**src/design/snp_pkg.sv**
```systemverilog
`timescale 1ns / 1ps
`default_nettype none

package snp_pkg;

  // Default limits of one number string.
  localparam int unsigned MantissaDigitsDef = 32;
  localparam int unsigned LineLengthDef     = 64;

  localparam int unsigned CountW   = 7;
  localparam int unsigned ExpMagW  = 17;
  localparam int unsigned ExpValW  = 18;
  localparam int unsigned ExpCntW  = 3;
  localparam logic [ExpCntW-1:0] ExpDigitsMax = 3'd5;

  // Character codes the parser recognizes.
  localparam logic [7:0] ChZero  = 8'h30;
  localparam logic [7:0] ChNine  = 8'h39;
  localparam logic [7:0] ChPlus  = 8'h2B;
  localparam logic [7:0] ChMinus = 8'h2D;
  localparam logic [7:0] ChPoint = 8'h2E;
  localparam logic [7:0] ChSpace = 8'h20;
  localparam logic [7:0] ChLowE  = 8'h65;
  localparam logic [7:0] ChUpE   = 8'h45;

  typedef enum logic [7:0] {
    PhStart = 8'b0000_0001,
    PhInt   = 8'b0000_0010,
    PhFrac  = 8'b0000_0100,
    PhSp1   = 8'b0000_1000,
    PhEKey  = 8'b0001_0000,
    PhSp2   = 8'b0010_0000,
    PhExpS  = 8'b0100_0000,
    PhExpD  = 8'b1000_0000
  } snp_phase_e;

  typedef struct packed {
    snp_phase_e           phase;
    logic [CountW-1:0]    char_total;
    logic [CountW-1:0]    mant_count;
    logic [CountW-1:0]    point_at;
    logic                 point_seen;
    logic                 minus_sign;
    logic [ExpCntW-1:0]   exp_count;
    logic                 exp_minus;
    logic [ExpMagW-1:0]   exp_mag;
    logic                 failed;
  } snp_state_t;

  localparam snp_state_t StateInit = '{
    phase:      PhStart,
    char_total: '0,
    mant_count: '0,
    point_at:   '0,
    point_seen: 1'b0,
    minus_sign: 1'b0,
    exp_count:  '0,
    exp_minus:  1'b0,
    exp_mag:    '0,
    failed:     1'b0
  };

  typedef struct packed {
    logic                      digit_valid;
    logic [3:0]                digit_value;
    logic                      done_res;
    logic                      well_formed;
    logic                      negative;
    logic [CountW-1:0]         digit_count;
    logic [CountW-1:0]         point_position;
    logic signed [ExpValW-1:0] exponent_value;
  } snp_result_t;

endpackage

`default_nettype wire

```
**src/design/snp_parse.sv**
```systemverilog
`timescale 1ns / 1ps
`default_nettype none

// Parser state and its one-character update. The result is combinational
// from the current state and the character; the state advances on step_i.
module snp_parse import snp_pkg::*; #(
  parameter int unsigned MANTISSA_DIGITS = MantissaDigitsDef,
  parameter int unsigned LINE_LENGTH     = LineLengthDef
) (
  input  wire logic        clk_i,
  input  wire logic        rst_ni,
  input  wire logic        step_i,
  input  wire logic [7:0]  char_code_i,
  input  wire logic        last_i,
  output snp_result_t      result_o
);

  localparam logic [CountW-1:0] DigitsMax = CountW'(MANTISSA_DIGITS);
  localparam logic [CountW-1:0] LineMax   = CountW'(LINE_LENGTH);

  snp_state_t st_q, st_d;

  logic                is_digit, is_sign, fail, ok;
  logic [3:0]          digit;
  logic [ExpMagW-1:0]  mag_times_ten;

  assign is_digit = (char_code_i >= ChZero) && (char_code_i <= ChNine);
  assign digit    = is_digit ? char_code_i[3:0] : 4'd0;
  assign is_sign  = (char_code_i == ChPlus) || (char_code_i == ChMinus);
  assign mag_times_ten = (st_q.exp_mag << 3) + (st_q.exp_mag << 1);

  always_comb begin
    st_d = st_q;
    fail = st_q.failed;
    result_o = '0;

    if (!fail) begin
      if (st_q.char_total >= LineMax) begin
        fail = 1'b1;
      end else begin
        st_d.char_total = st_q.char_total + CountW'(1);
      end
    end

    if (!fail) begin
      unique case (st_q.phase)
        PhStart, PhInt, PhFrac: begin
          if (is_sign && st_q.phase == PhStart) begin
            st_d.minus_sign = (char_code_i == ChMinus);
            st_d.phase      = PhInt;
          end else if (is_digit) begin
            if (st_q.mant_count >= DigitsMax) begin
              fail = 1'b1;
            end else begin
              st_d.mant_count       = st_q.mant_count + CountW'(1);
              result_o.digit_valid = 1'b1;
              result_o.digit_value = digit;
            end
            if (st_q.phase == PhStart) begin
              st_d.phase = PhInt;
            end
          end else if (char_code_i == ChPoint && st_q.phase != PhFrac) begin
            st_d.point_seen = 1'b1;
            st_d.point_at   = st_q.mant_count;
            st_d.phase      = PhFrac;
          end else if (char_code_i == ChSpace && st_q.phase != PhStart) begin
            st_d.phase = PhSp1;
          end else begin
            fail = 1'b1;
          end
        end
        PhSp1: begin
          if (char_code_i == ChLowE || char_code_i == ChUpE) begin
            st_d.phase = PhEKey;
          end else begin
            fail = 1'b1;
          end
        end
        PhEKey: begin
          if (char_code_i == ChSpace) begin
            st_d.phase = PhSp2;
          end else begin
            fail = 1'b1;
          end
        end
        PhSp2, PhExpS, PhExpD: begin
          if (is_sign && st_q.phase == PhSp2) begin
            st_d.exp_minus = (char_code_i == ChMinus);
            st_d.phase     = PhExpS;
          end else if (is_digit) begin
            if (st_q.exp_count >= ExpDigitsMax) begin
              fail = 1'b1;
            end else begin
              st_d.exp_count = st_q.exp_count + ExpCntW'(1);
              st_d.exp_mag   = mag_times_ten + ExpMagW'(digit);
              st_d.phase     = PhExpD;
            end
          end else begin
            fail = 1'b1;
          end
        end
        default: fail = 1'b1;
      endcase
    end

    st_d.failed = fail;

    ok = last_i && !fail && (st_d.mant_count != '0) &&
         (st_d.phase == PhInt || st_d.phase == PhFrac || st_d.phase == PhExpD);

    result_o.done_res    = last_i;
    result_o.well_formed = ok;
    if (ok) begin
      result_o.negative       = st_d.minus_sign;
      result_o.digit_count    = st_d.mant_count;
      result_o.point_position = st_d.point_seen ? st_d.point_at : st_d.mant_count;
      result_o.exponent_value = st_d.exp_minus ? -$signed({1'b0, st_d.exp_mag})
                                               :  $signed({1'b0, st_d.exp_mag});
    end
  end

  always_ff @(posedge clk_i or negedge rst_ni) begin
    if (!rst_ni) begin
      st_q <= StateInit;
    end else if (step_i) begin
      st_q <= last_i ? StateInit : st_d;
    end
  end

endmodule

`default_nettype wire

```
**src/design/snp_out_reg.sv**
```systemverilog
`timescale 1ns / 1ps
`default_nettype none

// Result register. It loads whenever it is empty or its item is taken.
module snp_out_reg import snp_pkg::*; (
  input  wire logic        clk_i,
  input  wire logic        rst_ni,
  input  wire logic        in_valid_i,
  input  wire snp_result_t in_data_i,
  output logic             advance_o,
  output logic             out_valid_o,
  input  wire logic        out_ready_i,
  output snp_result_t      out_data_o
);

  logic        valid_q;
  snp_result_t data_q;

  assign advance_o   = !valid_q || out_ready_i;
  assign out_valid_o = valid_q;
  assign out_data_o  = data_q;

  always_ff @(posedge clk_i or negedge rst_ni) begin
    if (!rst_ni) begin
      valid_q <= 1'b0;
    end else if (advance_o) begin
      valid_q <= in_valid_i;
    end
  end

  always_ff @(posedge clk_i) begin
    if (advance_o && in_valid_i) begin
      data_q <= in_data_i;
    end
  end

endmodule

`default_nettype wire

```
**src/design/scientific_number_text_parser.sv**
```systemverilog
// Streaming parser for a decimal number in scientific notation.
// The slave channel takes one ASCII character per item on tdata, with
// tlast set on the final character of a string. The accepted form is
// [sign][digits][.[digits]][ e|E [sign]digits], with single spaces around
// the exponent letter, 1 to MANTISSA_DIGITS mantissa digits, 1 to 5
// exponent digits and at most LINE_LENGTH characters per string.
// The master channel returns exactly one item per character. tuser flags a
// mantissa digit, whose value is in the low tdata bits. On the item for the
// final character (tlast high) the verdict is given, and for a well-formed
// string the sign, digit count, point position and signed exponent; they
// read as zero otherwise. A character is registered at the input, then the
// parser logic and state update run from it into the result register.
// Throughput is one character per cycle while the receiver does not stall.
// While the receiver stalls, the result register holds and one more
// character is held in the input register before tready drops.
// Reset clears both valid flags and returns the parser to its start state.
`timescale 1ns / 1ps
`default_nettype none

module scientific_number_text_parser import snp_pkg::*; #(
  parameter int unsigned MANTISSA_DIGITS = MantissaDigitsDef,
  parameter int unsigned LINE_LENGTH     = LineLengthDef
) (
  input  wire logic        clk_i,
  input  wire logic        rst_ni,
  input  wire logic        s_axis_tvalid_i,
  output logic             s_axis_tready_o,
  input  wire logic [7:0]  s_axis_tdata_i,   // [7:0] char_code
  input  wire logic        s_axis_tlast_i,   // last
  output logic             m_axis_tvalid_o,
  input  wire logic        m_axis_tready_i,
  // [3:0] digit_value, [4] well_formed, [5] negative, [12:6] digit_count,
  // [19:13] point_position, [37:20] exponent_value, [39:38] zero
  output logic [39:0]      m_axis_tdata_o,
  output logic             m_axis_tuser_o,   // [0] digit_valid
  output logic             m_axis_tlast_o    // done_res
);

  // Input register: one character waiting for the parser.
  logic        in_valid_q;
  logic [7:0]  char_q;
  logic        last_q;
  logic        advance;
  logic        accept;
  snp_result_t step_res;
  snp_result_t out_res;

  assign s_axis_tready_o = !in_valid_q || advance;
  assign accept          = s_axis_tvalid_i && s_axis_tready_o;

  always_ff @(posedge clk_i or negedge rst_ni) begin
    if (!rst_ni) begin
      in_valid_q <= 1'b0;
    end else if (accept) begin
      in_valid_q <= 1'b1;
    end else if (advance) begin
      in_valid_q <= 1'b0;
    end
  end

  always_ff @(posedge clk_i) begin
    if (accept) begin
      char_q <= s_axis_tdata_i;
      last_q <= s_axis_tlast_i;
    end
  end

  // The parser state moves exactly when a character enters the result register.
  snp_parse #(
    .MANTISSA_DIGITS(MANTISSA_DIGITS),
    .LINE_LENGTH    (LINE_LENGTH)
  ) u_parse (
    .clk_i      (clk_i),
    .rst_ni     (rst_ni),
    .step_i     (in_valid_q && advance),
    .char_code_i(char_q),
    .last_i     (last_q),
    .result_o   (step_res)
  );

  snp_out_reg u_out (
    .clk_i      (clk_i),
    .rst_ni     (rst_ni),
    .in_valid_i (in_valid_q),
    .in_data_i  (step_res),
    .advance_o  (advance),
    .out_valid_o(m_axis_tvalid_o),
    .out_ready_i(m_axis_tready_i),
    .out_data_o (out_res)
  );

  assign m_axis_tuser_o = out_res.digit_valid;
  assign m_axis_tlast_o = out_res.done_res;
  assign m_axis_tdata_o = {2'b00,
                           out_res.exponent_value,
                           out_res.point_position,
                           out_res.digit_count,
                           out_res.negative,
                           out_res.well_formed,
                           out_res.digit_value};

  // A verdict is only ever given on the final item of a string.
  a_verdict_on_last: assert property (@(posedge clk_i) disable iff (!rst_ni)
    m_axis_tvalid_o && !m_axis_tlast_o |-> !out_res.well_formed)
    else $error("well_formed set on an item that is not the last");

  // A reported digit is a decimal value.
  a_digit_range: assert property (@(posedge clk_i) disable iff (!rst_ni)
    m_axis_tvalid_o && out_res.digit_valid |-> out_res.digit_value <= 4'd9)
    else $error("digit value out of range");

  // A good string has a digit count within limits and a point inside it.
  a_counts: assert property (@(posedge clk_i) disable iff (!rst_ni)
    m_axis_tvalid_o && out_res.well_formed |->
      (out_res.digit_count != '0) &&
      (out_res.digit_count <= CountW'(MANTISSA_DIGITS)) &&
      (out_res.point_position <= out_res.digit_count))
    else $error("inconsistent digit count or point position");

  // A held input character stays in place until the result register frees up.
  a_input_hold: assert property (@(posedge clk_i) disable iff (!rst_ni)
    in_valid_q && !advance |=> in_valid_q && $stable(char_q) && $stable(last_q))
    else $error("input register changed while stalled");

endmodule

`default_nettype wire
```
**config.mk**
```make
export PLATFORM = sky130hd
export DESIGN_NAME = scientific_number_text_parser
export DESIGN_NICKNAME = d
export VERILOG_FILES = /design/src/design/snp_pkg.sv /design/src/design/snp_parse.sv /design/src/design/snp_out_reg.sv /design/src/design/scientific_number_text_parser.sv
export SDC_FILE = /design/constraint.sdc
export NUM_CORES = 1
export LEC_CHECK = 0
export BUFFER_PORTS_ARGS = -buffer_cell sky130_fd_sc_hd__buf_4
export CAP_MARGIN = 20
export CORE_ASPECT_RATIO = 1.5
export CORE_MARGIN = 2
export CORE_UTILIZATION = 50
export DETAILED_ROUTE_END_ITERATION = 8
export PLACE_DENSITY_LB_ADDON = 0.15
export REMOVE_ABC_BUFFERS = 1
export SLEW_MARGIN = 40
export SYNTH_ARGS = -nofsm -noshare
export SYNTH_HDL_FRONTEND = slang
export SYNTH_SLANG_ARGS = --single-unit
```
**constraint.sdc**
```tcl
create_clock -name clk_i -period 4.87 [get_ports clk_i]
set_input_delay 0.487 -clock clk_i [delete_from_list [all_inputs] [get_ports clk_i]]
set_output_delay 0.487 -clock clk_i [all_outputs]
set_load 0.03 [all_outputs]
```
==> results, run 1 <==
- The flow ran to the end, and the final reports show no timing, DRC or antenna violations.
- The actual slew at the worst max-slew pin is 818 ps.
- The path class of the tightest hold or removal check is in2async.
- For this block, the via count after detailed routing is 5367.
- The final-stage net count is 765.
- STA puts the critical path data arrival time at 4740 ps.
- The cell count of the worst reg-to-reg path is 14.
- The average wire length per cell after detail routing is 18.7 µm.
- The first detailed-routing pass took 4 iterations.
- The number of enable flip-flop cells after synthesis is a little under 50.
- The number of hold violations in the final report is 0.
- Port buffering added 54 buffers.
- Sequential elements use 44.0% of the synthesized area.
- After synthesis, the share of flip-flops with an asynchronous set or reset is 52.9%.
- The routed wire length on met3 is 607 µm.
- In this run, distinct cell masters in the synthesized netlist total between 70 and 80.
- The top-level I/O count is 57.
- The ratio of cells with drive above 1 in the final layout is between 15 and 20%.
- The post-synthesis instance area is roughly 6500 µm².
- The floorplan step set the die width to between 90 and 100 µm.
- The final wirelength is around 16000 µm.
- The highest metal layer with signal wires is met4.
- The warning count from the yosys run is 0.
- The number of gates resized after CTS was 0.
- The number of antenna violations at the first check in global routing is 0.
- The area growth from synthesis to layout is 13.1%.
- The share of the synthesized area in the top cell type is 22.7%.
- The shortest clock period the worst path allows after layout is 4660 ps.
- The normalized max-slew margin is between 40% and 50%.
- After clock tree synthesis, the clock-pin slew on the worst setup and hold paths is 70 ps.
- The clock reaches the later pin of the worst-skew pair after around 350 ps.
- The ratio of total power to cell area is around 300 nW/µm².
- The post-synthesis average cell area is 9.62 µm².
- Routability-driven placement finished with a final weighted congestion of roughly 0.95.
- The buffers inserted during post-CTS setup optimization is 0.
- Max-cap violations in this run came to 0.
- Setup violations remaining at the end of the flow were counted as 0.
- The setup TNS is 0 ps.
- Along the worst path, the maximum fanout reaches 4.
- The worst setup path is captured at a flop.
- The number of sinks handled by clock tree synthesis is about 100.
- Following the worst setup path forward leads to its endpoint at u_out.out_data_o[15].
- After layout, the worst path uses between 90% and 100% of the clock period.
- The HPWL after detailed placement is about 12000 µm.
- The die outline height is between 100 and 150 µm.
- In this run the core area contains 50 standard-cell rows.
- The maximum buffer depth of the clock tree is 2.
- The endpoint identified for the worst register-to-register timing path is u_out.out_data_o[15].
- The global-route wire length before repair is about 27000 µm.
- Counting the buffers created by CTS gives 9.
- Tracing the worst setup path back leads to its startpoint at char_q[7].
- The most instantiated flip-flop cell in the synthesis netlist is dfrtp_1.
- After technology mapping, the gate count stands at 673.
- The worst setup slack for register-to-register paths is 210 ps.
- Entering global routing, the biggest net connects 58 pins.
- The root buffer cell chosen for the clock tree is clkbuf_16.
- The standby leakage power is around 0.003 µW.
- The repair_antennas step left the layout with diodes totalling 0.
- The wire length on met2 is 8790 µm.
- The count of nets left with antenna violations after detail routing is 0.
- In this run, synthesis produced a sequential element count of roughly 100.
- Yosys attributes the largest share of cell area to edfxtp_1 23%, dfrtp_1 21%, ha_1 6.6%.
- The synthesized design spends more area on one cell type than any other, namely edfxtp_1.
- The total area inside the core boundary comes to roughly 13000 µm².
- The number of global-route vias before repair came to between 5000 and 6000.
- The number of DRC violations after detailed-routing iteration 0 is between 200 and 300.
- The number of levels in the clock H-tree is 3.
- The overall die area is about 14000 µm².
- The total congestion overflow after global routing is 0.
- The initial utilization of the core area, before any placement, comes to 51.5%.
- Across the VDD grid, the largest voltage drop is ~160 µV.
- The total routing usage reported by global routing is between 20% and 30%.
- The critical register-to-register path startpoint is char_q[7].
- Across the routed clock network, the largest skew measured is 8.82 ps.
- The per-cell via count in the routed design is around 6.1.
- The data required time at the worst endpoint is 4960 ps.
- The worst setup path is launched from a flop.
- The critical path in this run is classified as reg2reg.
- The remaining design rule violation count is 0.
- The design draws between 2000 and 2500 µW.
- The max-slew violation count came to 0.
- The highest clock rate is 0.215 GHz.
- The cts-stage hold buffer count is 0.
- The worst hold slack is just over 70 ps.
- TritonCTS built the clock tree.
- For this block, wires on met1 add up to about 6300 µm.
-- area by class of cell --
class / count / area [µm²]
repair buffers: 68 / 514
clock buffers: 9 / 225
clock inverters: 7 / 62.6
well taps: 156 / 195
flip-flops and latches: 104 / 2850
inverters: 23 / 86.3
fillers: 1120 / 5250
multi-input cells: 510 / 3390
-- layer usage --
| layer | vias up | track usage (%) |
|---|---|---|
| met5 | - | 0 |
| met4 | 0 | 12.5 |
| met3 | 49 | 3.40 |
| met2 | 152 | 45.1 |
| met1 | 2617 | 26.4 |
| li1 | 2549 | - |
-- Yosys cell counts (6+ instances only) --
| library cell | number |
|---|---|
| ha_1 | 34 |
| nand4_1 | 7 |
| o31ai_1 | 9 |
| xor2_1 | 22 |
| mux2i_1 | 11 |
| a211oi_1 | 8 |
| nor3_1 | 20 |
| or3_1 | 7 |
| dfrtp_1 | 54 |
| o21ai_0 | 54 |
| and2_1 | 8 |
| a22o_1 | 14 |
| nand2_1 | 74 |
| a31oi_1 | 7 |
| nor2_1 | 52 |
| a21oi_1 | 27 |
| nor4b_1 | 6 |
| nand2b_1 | 8 |
| clkbuf_1 | 25 |
| inv_1 | 21 |
| nand3_1 | 17 |
| nor2_2 | 12 |
| xnor2_1 | 13 |
| edfxtp_1 | 49 |
-- stage by stage --
| stage | worst slack [ps] | instances | util [%] | instance area, µm² |
|---|---|---|---|---|
| floorplan | 467 | 637 | - | 6290 |
| global placement | 260 | 861 | 55.7 | 7000 |
| detailed placement | 179 | 861 | 55.7 | 7000 |
| CTS | 148 | 877 | 58.0 | 7290 |
| global route | -39.4 | 877 | 58.2 | 7320 |
| finish | 214 | 877 | 58.2 | 7320 |
-- cell usage in the layout (no fill, tap or decap), drive strengths merged, types with 4 or more instances in the layout --
cell    count
inv        23
xor2       22
a22oi       5
and2        8
and3        5
o211ai      4
a22o       14
a21o        5
nor2       65
xnor2      13
nor2b       4
edfxtp     49
a31oi       7
o21a        5
nand4       7
a311oi      4
o21ai      56
nand3      17
buf        68
dfrtp      54
clkinv      6
or3         7
a211oi      8
ha         34
nand2b      8
or4         5
nor4        5
o22ai       4
mux2i      11
nor4b       6
a21oi      32
nor3       21
a41oi       4
clkbuf      9
nand2      74
o31ai       9
-- worst max-delay path, cell delays in order, from the launching register on --
cell and delay [ps]:
edfxtp_1 440, nor4bb_2 390, nand3_1 170, fa_1 570, inv_1 70, fa_1 480, a211oi_1 350, o21ai_0 250
a311oi_1 320, xnor2_1 140, mux2_2 290, a2111oi_0 530, a21oi_1 180, xnor2_1 160, nor2_1 60
-- how the worst min path moves through the flow --
stage                             to  slack (ps)  cells past startpoint
floorplan                 in_valid_q         190                      0
global placement    u_parse.st_q[22]         460                      2
detailed placement  u_parse.st_q[25]         480                      1
CTS                 u_parse.st_q[43]         230                      1
global route        u_parse.st_q[43]         140                      1
finish              u_parse.st_q[43]          70                      1
-- cells by family (layout without fill, tap and decap cells) --
kind of cell,after synthesis,after routing,synth area share [%]
DFF,104,104,44.0
adders and majority gates,36,36,7.19
other,1,2,0.0579
xor gates and xnor gates,35,35,4.73
and+or+nand+nor,246,246,19.2
buffers and inverters,60,107,4.23
AOI/OAI and AO/OA,178,178,18.5
muxes,13,13,2.05
-- state kept, by name (all words and copies together) (netlist names) --
signal and cells:
u_out.out_data_o 40, u_parse.st_q 53, last_q 1, u_out.out_valid_o 1, char_q 8, in_valid_q 1
-- power breakdown --
group          internal, µW  leakage (µW)  switching, µW
sequential              983       0.00124           58.3
clock                   394      0.000140            321
combinational           178       0.00164            324
No activity file was read; power rests on OpenSTA's default activity.
==> run 2: changes to the inputs <==
Settings changed: CTS_BUF_LIST set to sky130_fd_sc_hd__clkbuf_8.
==> results, run 2 (synthesis results as in run 1) <==
- The number of levels in the clock H-tree is 3.
- At the later pin of the worst-skew pair, clock insertion delay measures about 370 ps.
- The routability congestion estimate is 0.946.
- The global-route wire length before repair is roughly 27000 µm.
- TritonCTS built the clock tree.
- Entering global routing, the biggest net connects 58 pins.
- The post-route fraction of the period consumed by the critical path is 95.8%.
- Max-cap violations in this run came to 0.
- The worst hold slack is roughly 37 ps.
- The net switching share of the total power is 32.8%.
- In this run the count of I/O pins placed on the die edge is 57.
- The clock network fraction of design power is between 20% and 30%.
- The total congestion overflow after global routing is 0.
- Dividing the detail-routed wire length by the instance count gives about 19 µm.
- The final wirelength is 16300 µm.
- The worst pin sits at a relative slew slack of between 40% and 50%.
- The worst path needs 4660 ps of the cycle, external delays included.
- The ratio of total power to cell area is ~290 nW/µm².
- The clock-pin slew on the worst setup and hold paths is ~100 ps.
- The area growth from synthesis to layout is 11.6%.
- Global routing consumed, over all layers together, ~24% of the routing resources.
- The number of hold violations in the final report is 0.
- The final-stage net count is ~770.
- The row count is 50.
- Timing would allow up to roughly 0.21 GHz.
- The clock passes through at most 2 buffers.
- The max-slew violation count is 0.
- IR analysis of the VDD net gives a maximum drop of 130 µV.
- The launching element type of the critical path is a flop.
- In the final layout, the share of cells above drive strength 1 is 16.6%.
- The floorplan step set the die width to roughly 97 µm.
- The number of antenna diodes in the final layout is 0.
- Leaving out fill and tap cells, the most frequent cell in the layout is nand2_1.
- The die covers about 14000 µm².
- For the final database, setup skew stands at slightly above 10 ps.
- The die outline height is 143 µm.
- After detailed routing, the number of vias per cell comes to roughly 6.2.
- The cell count after placement is between 800 and 900.
- The analysis attributes to net switching a power of between 600 and 700 µW.
- The data required time at the worst endpoint is between 4000 and 5000 ps.
- Summing over every cut layer, the via total after detailed routing is roughly 5400.
- Setup slack on the critical path of the routed design comes to around 210 ps.
- More flip-flops sit in one register than any other, and that register is u_parse.st_q.
- For the pin with the worst max-slew slack, the measured transition is between 800 and 900 ps.
- The data arrival time at the worst-slack endpoint is around 4800 ps.
- The largest fanout of any net on the critical path is 4.
- The endpoint type of the worst setup path is a flop.
- The total of endpoints with negative setup slack in the final report is 0.
- Combinational logic burns about a quarter of the power.
- For this design, the sink count on the clock tree is 104.
- The top cell types in the final layout, fill and taps aside, are 74 x nand2_1, 67 x buf_4, 54 x o21ai_0, 54 x dfrtp_1, 52 x nor2_1.
- The register with the most flip-flops in the layout has 53 of them.
- Detailed placement ended at an HPWL of between 10000 and 15000 µm.
- The number of antenna violations at the first check in global routing came to 0.
- The number of DRC violations after detailed-routing iteration 0 is about 250.
- The number of buffers inserted during clock tree synthesis is 9.
- The flow ran to the end, and the final reports show no timing, DRC or antenna violations.
- The cell chosen for the clock root is clkbuf_8.
- The initial core utilization is a little over 50%.
- The detailed-router iteration count before antenna repair is 5.
- The number of global-route vias before repair came to about 5500.
- The remaining design rule violation count is 0.
- For this run, the number of standard cells in the final layout without fillers is roughly 880.
- The standby leakage power is about 0.003 µW.
- Prior to clock tree synthesis, the placed netlist has a worst setup slack of about 180 ps.
- The tightest min-delay check is of the in2async type.
- The internal portion of the total power is between 1000 and 1500 µW.
- The sequential group share of total power is between 50% and 60%.
- The count of nets left with antenna violations after detail routing is 0.
- The critical path is of the reg2reg type.
- The core box area is about 13000 µm².
- The count of buffers added on input and output ports is 54.
- The number of hold buffers added after CTS was 0.
run 2: power groups by stage:
stage | clock (µW) | combinational [µW] | sequential (µW)
global route | 575 | 553 | 1050
floorplan | 0 | 291 | 1090
global placement | 0 | 488 | 1050
CTS | 545 | 499 | 1040
detailed placement | 0 | 497 | 1060
finish | 531 | 502 | 1040
run 2: through the flow:
| stage | TNS [ps] | power, µW | utilization [%] | instance area, µm² |
|---|---|---|---|---|
| after global routing | -112 | 2180 | 57.4 | 7220 |
| final | 0 | 2070 | 57.4 | 7220 |
| after detailed placement | 0 | 1550 | 55.7 | 7000 |
| after global placement | 0 | 1540 | 55.7 | 7000 |
| after CTS | 0 | 2080 | 57.2 | 7190 |
| after floorplan | 0 | 1380 | - | 6290 |
run 2: worst paths after layout:
check / end / cells after the start / startpoint / slack (ps)
worst max-delay path: u_out.out_data_o[15] / 14 / char_q[7] / 210
worst min-delay path: u_parse.st_q[43] / 1 / rst_ni / 40
worst max register to register: u_out.out_data_o[15] / 14 / char_q[7] / 210
worst min register to register: u_parse.st_q[21] / 1 / u_parse.st_q[21] / 510
max in group asynchronous: u_parse.st_q[9] / 1 / rst_ni / 4400
min in group clk_i: char_q[0] / 1 / s_axis_tdata_i[0] / 290
run 2: layout make-up:
cell class	instances	area, µm²
clock buffers	9	124
clock inverters	7	62.6
fillers	1134	5350
inverters	23	86.3
multi-input cells	510	3390
flip-flops and latches	104	2850
well taps	156	195
repair buffers	68	514
run 2: per-layer routing:
metal	part of all wire [%]	global-route usage [%]	routed length, µm
met1	38	26.4	6190
met2	55	45.0	8910
met5	0	0	0
met3	3.7	2.92	612
met4	3.8	13.6	613
run 2: repair_timing:
| action | in CTS | in global routing |
|---|---|---|
| endpoints found under the setup margin | 0 | 4 |
| buffers inserted | 0 | 0 |
| gates resized for setup | 0 | 4 |
run 2: critical path, stage by stage (launching register included):
cell and delay, ps:
edfxtp_1 450, nor4bb_2 380, nand3_1 170, fa_1 570
inv_1 70, fa_1 480, a211oi_1 350, o21ai_0 250
a311oi_1 330, xnor2_1 140, mux2_2 290, a2111oi_0 530
a21oi_1 170, xnor2_1 160, nor2_1 60
==> run 3: changes to the inputs <==
Clock period 4.87 ns to 4.68 ns, I/O delays scaled along.
==> results, run 3 (synthesis results as in run 1) <==
- The highest clock rate is approximately 0.22 GHz.
- The number of fill cells is approximately 1100.
- The final route contains approximately 5400 vias.
- The number of global-route vias before repair was 5467.
- Cells with a size suffix above 1 make up approximately a fifth of the layout.
- The first global-routing pass estimated around 27000 µm of wire.
- The cell chosen for the clock root is clkbuf_8.
- Leaving out fill and tap cells, the most frequent cells in the layout are 77 x buf_4, 74 x nand2_1, 54 x o21ai_0, 54 x dfrtp_1, 52 x nor2_1.
- After clock tree synthesis, the flow added hold-fix buffers numbering 0.
- For this configuration, the core starts out at a cell density of approximately half.
- The detailed-router iteration count before antenna repair is 5.
- The die covers between 10000 and 15000 µm².
- Dividing the detail-routed via count by the number of cells gives around 6.1.
- The flow ran to the end, and the final reports show no timing, DRC or antenna violations.
- The timing startpoint of the critical path is char_q[6].
- The clock-pin slew on the worst setup and hold paths is about 100 ps.
- Global routing used between 20% and 30% of the available tracks.
- The final-stage net count is between 700 and 800.
- The worst min-delay path class is in2async.
- The average wire length per cell after detail routing is between 15 and 20 µm.
- The critical register-to-register path startpoint is char_q[6].
- The data required time at the worst endpoint is 4800 ps.
- From synthesis to final layout, the design area changed by 14.0%.
- From bottom edge to top edge, the die measures 143 µm.
- The pin count of the biggest net entering global routing is 58.
- The congestion estimate from routability-driven global placement came to 0.919.
- In this run, the number of DRC markers left after iteration 0 of detailed routing was 286.
- The count of nets left with antenna violations after detail routing is 0.
- The cell family contributing the most delay on the critical path is simple AND/OR/NAND/NOR gates.
- The critical path goes through nor4bb_2 > nand3_1 > fa_1 > inv_1 > ha_1 > a211oi_2 > nor4_2 > or4_1 > a31oi_2 > o2111ai_2 > or4_4 > o41ai_4 > xor2_1 > nor2_1.
- Of all nets on the critical path, the largest fanout is 3.
- TritonCTS built the clock tree.
- After legalization and detailed placement, the total HPWL measured approximately 12000 µm.
- Buffers placed on the I/O ports in this run total 54.
- The max-slew violation count is 0.
- The later-pin clock latency in the skew report is ~370 ps.
- The die is around 97 µm wide.
- The highest-delay cell along the critical path is fa_1.
- The endpoint type of the worst setup path is a flop.
- Power comes to 2240 µW.
- The total of endpoints with negative setup slack in the final report is 0.
- The top register by number of flip-flops is u_parse.st_q.
- The number of flip-flops in the largest register is between 50 and 60.
- The area of the multi-input gates is 3450 µm².
- The tool flagged a number of max-cap violations equal to 0.
- The number of buffers inserted during clock tree synthesis is 9.
- The maximum resistive drop on vdd is between 150 and 200 µV.
- The register area is 2850 µm².
- The H-tree was split into 3 levels.
- The standby leakage power is about 0.003 µW.
- The number of sinks handled by clock tree synthesis is 104.
- The post-route fraction of the period consumed by the critical path is between 90 and 100%.
- The ratio of total power to cell area is slightly above 300 nW/µm².
- The number of buffers and inverters on the critical path is 1.
- For this run, the slowest stage of the critical path takes about 570 ps.
- The actual slew at the worst max-slew pin is about 740 ps.
- The maximum buffer depth of the clock tree is 2.
- The top-level I/O count is 57.
- The library cell used most frequently in the layout, excluding fill and tap cells, is buf_4.
- The final wirelength is 16900 µm.
- For the finished layout, the period the worst path requires is roughly 4500 ps.
- The row count is 50.
- The number of hold violations in the final report is 0.
- The core box area is 12600 µm².
- The number of inserted diodes is 0.
- After detailed routing, the number of remaining DRC violations is 0.
- STA classifies the critical path startpoint as a flop.
- The critical path start-end classification is reg2reg.
- The number of antenna violations at the first check in global routing came to 0.
- The setup TNS is 0 ps.
- Headroom to the max-slew limit came out at about 50%.
- Summed over all layers, the global routing overflow is 0.
- Clock skew on the completed layout was measured at around 10 ps.
- Data on the critical path arrives at its endpoint at approximately 4600 ps.
[run 3: power breakdown]
group	internal [µW]	switching [µW]	leakage (µW)	total [µW]
sequential	1020	58.6	0.00124	1080
combinational	190	344	0.00171	534
clock	299	323	0.000112	623
total	1510	726	0.00306	2240
[run 3: timing repair]
action	CTS	global route
resized for setup	0	14
buffers inserted	0	3
hold endpoints to repair	0	0
setup endpoints to repair	0	6
[run 3: layout make-up]
| cell class | count | share of cell area (%) |
|---|---|---|
| well taps | 156 | 2.64 |
| clock buffers | 9 | 1.68 |
| multi-input cells | 510 | 46.7 |
| inverters | 23 | 1.17 |
| flip-flops and latches | 104 | 38.6 |
| clock inverters | 7 | 1.20 |
| repair buffers | 78 | 7.98 |
[run 3: metal layers]
metal	share of wire [%]	vias to the layer above	global-route usage (%)
li1	-	2571	-
met1	38	2653	26.7
met2	54	155	46.9
met3	3.7	51	3.16
met4	4.4	0	13.9
met5	0	-	0
[run 3: through the flow]
step | hold slack, ps | cell area (µm²) | utilization (%) | instances | setup slack (ps)
global placement | 467 | 7050 | 56.1 | 868 | 171
CTS | 180 | 7270 | 57.9 | 884 | 30.9
floorplan | 172 | 6290 | - | 637 | 277
finish | 46.9 | 7380 | 58.7 | 887 | 209
detailed placement | 480 | 7060 | 56.2 | 868 | 93.3
global route | 93.6 | 7380 | 58.7 | 887 | -17.3
[run 3: worst register-to-register path: cells and delay by family, from the launching register on]
kind / cells / cell delay [ps]
simple gates: 6 / 1750
fa+ha+maj: 2 / 890
buf+inv: 1 / 80
xor+xnor: 1 / 170
compound gates: 4 / 900
flops: 1 / 430
[run 3: path summary, 6_finish.rpt]
| kind | end | cells after the start | slack [ps] |
|---|---|---|---|
| worst max register to register | u_out.out_data_o[16] | 14 | 210 |
| worst max-delay path | u_out.out_data_o[16] | 14 | 210 |
| max in group asynchronous | u_parse.st_q[45] | 1 | 4210 |
| min in group clk_i | last_q | 1 | 270 |
| worst min register to register | u_parse.st_q[22] | 2 | 500 |
| worst min-delay path | u_parse.st_q[7] | 1 | 50 |
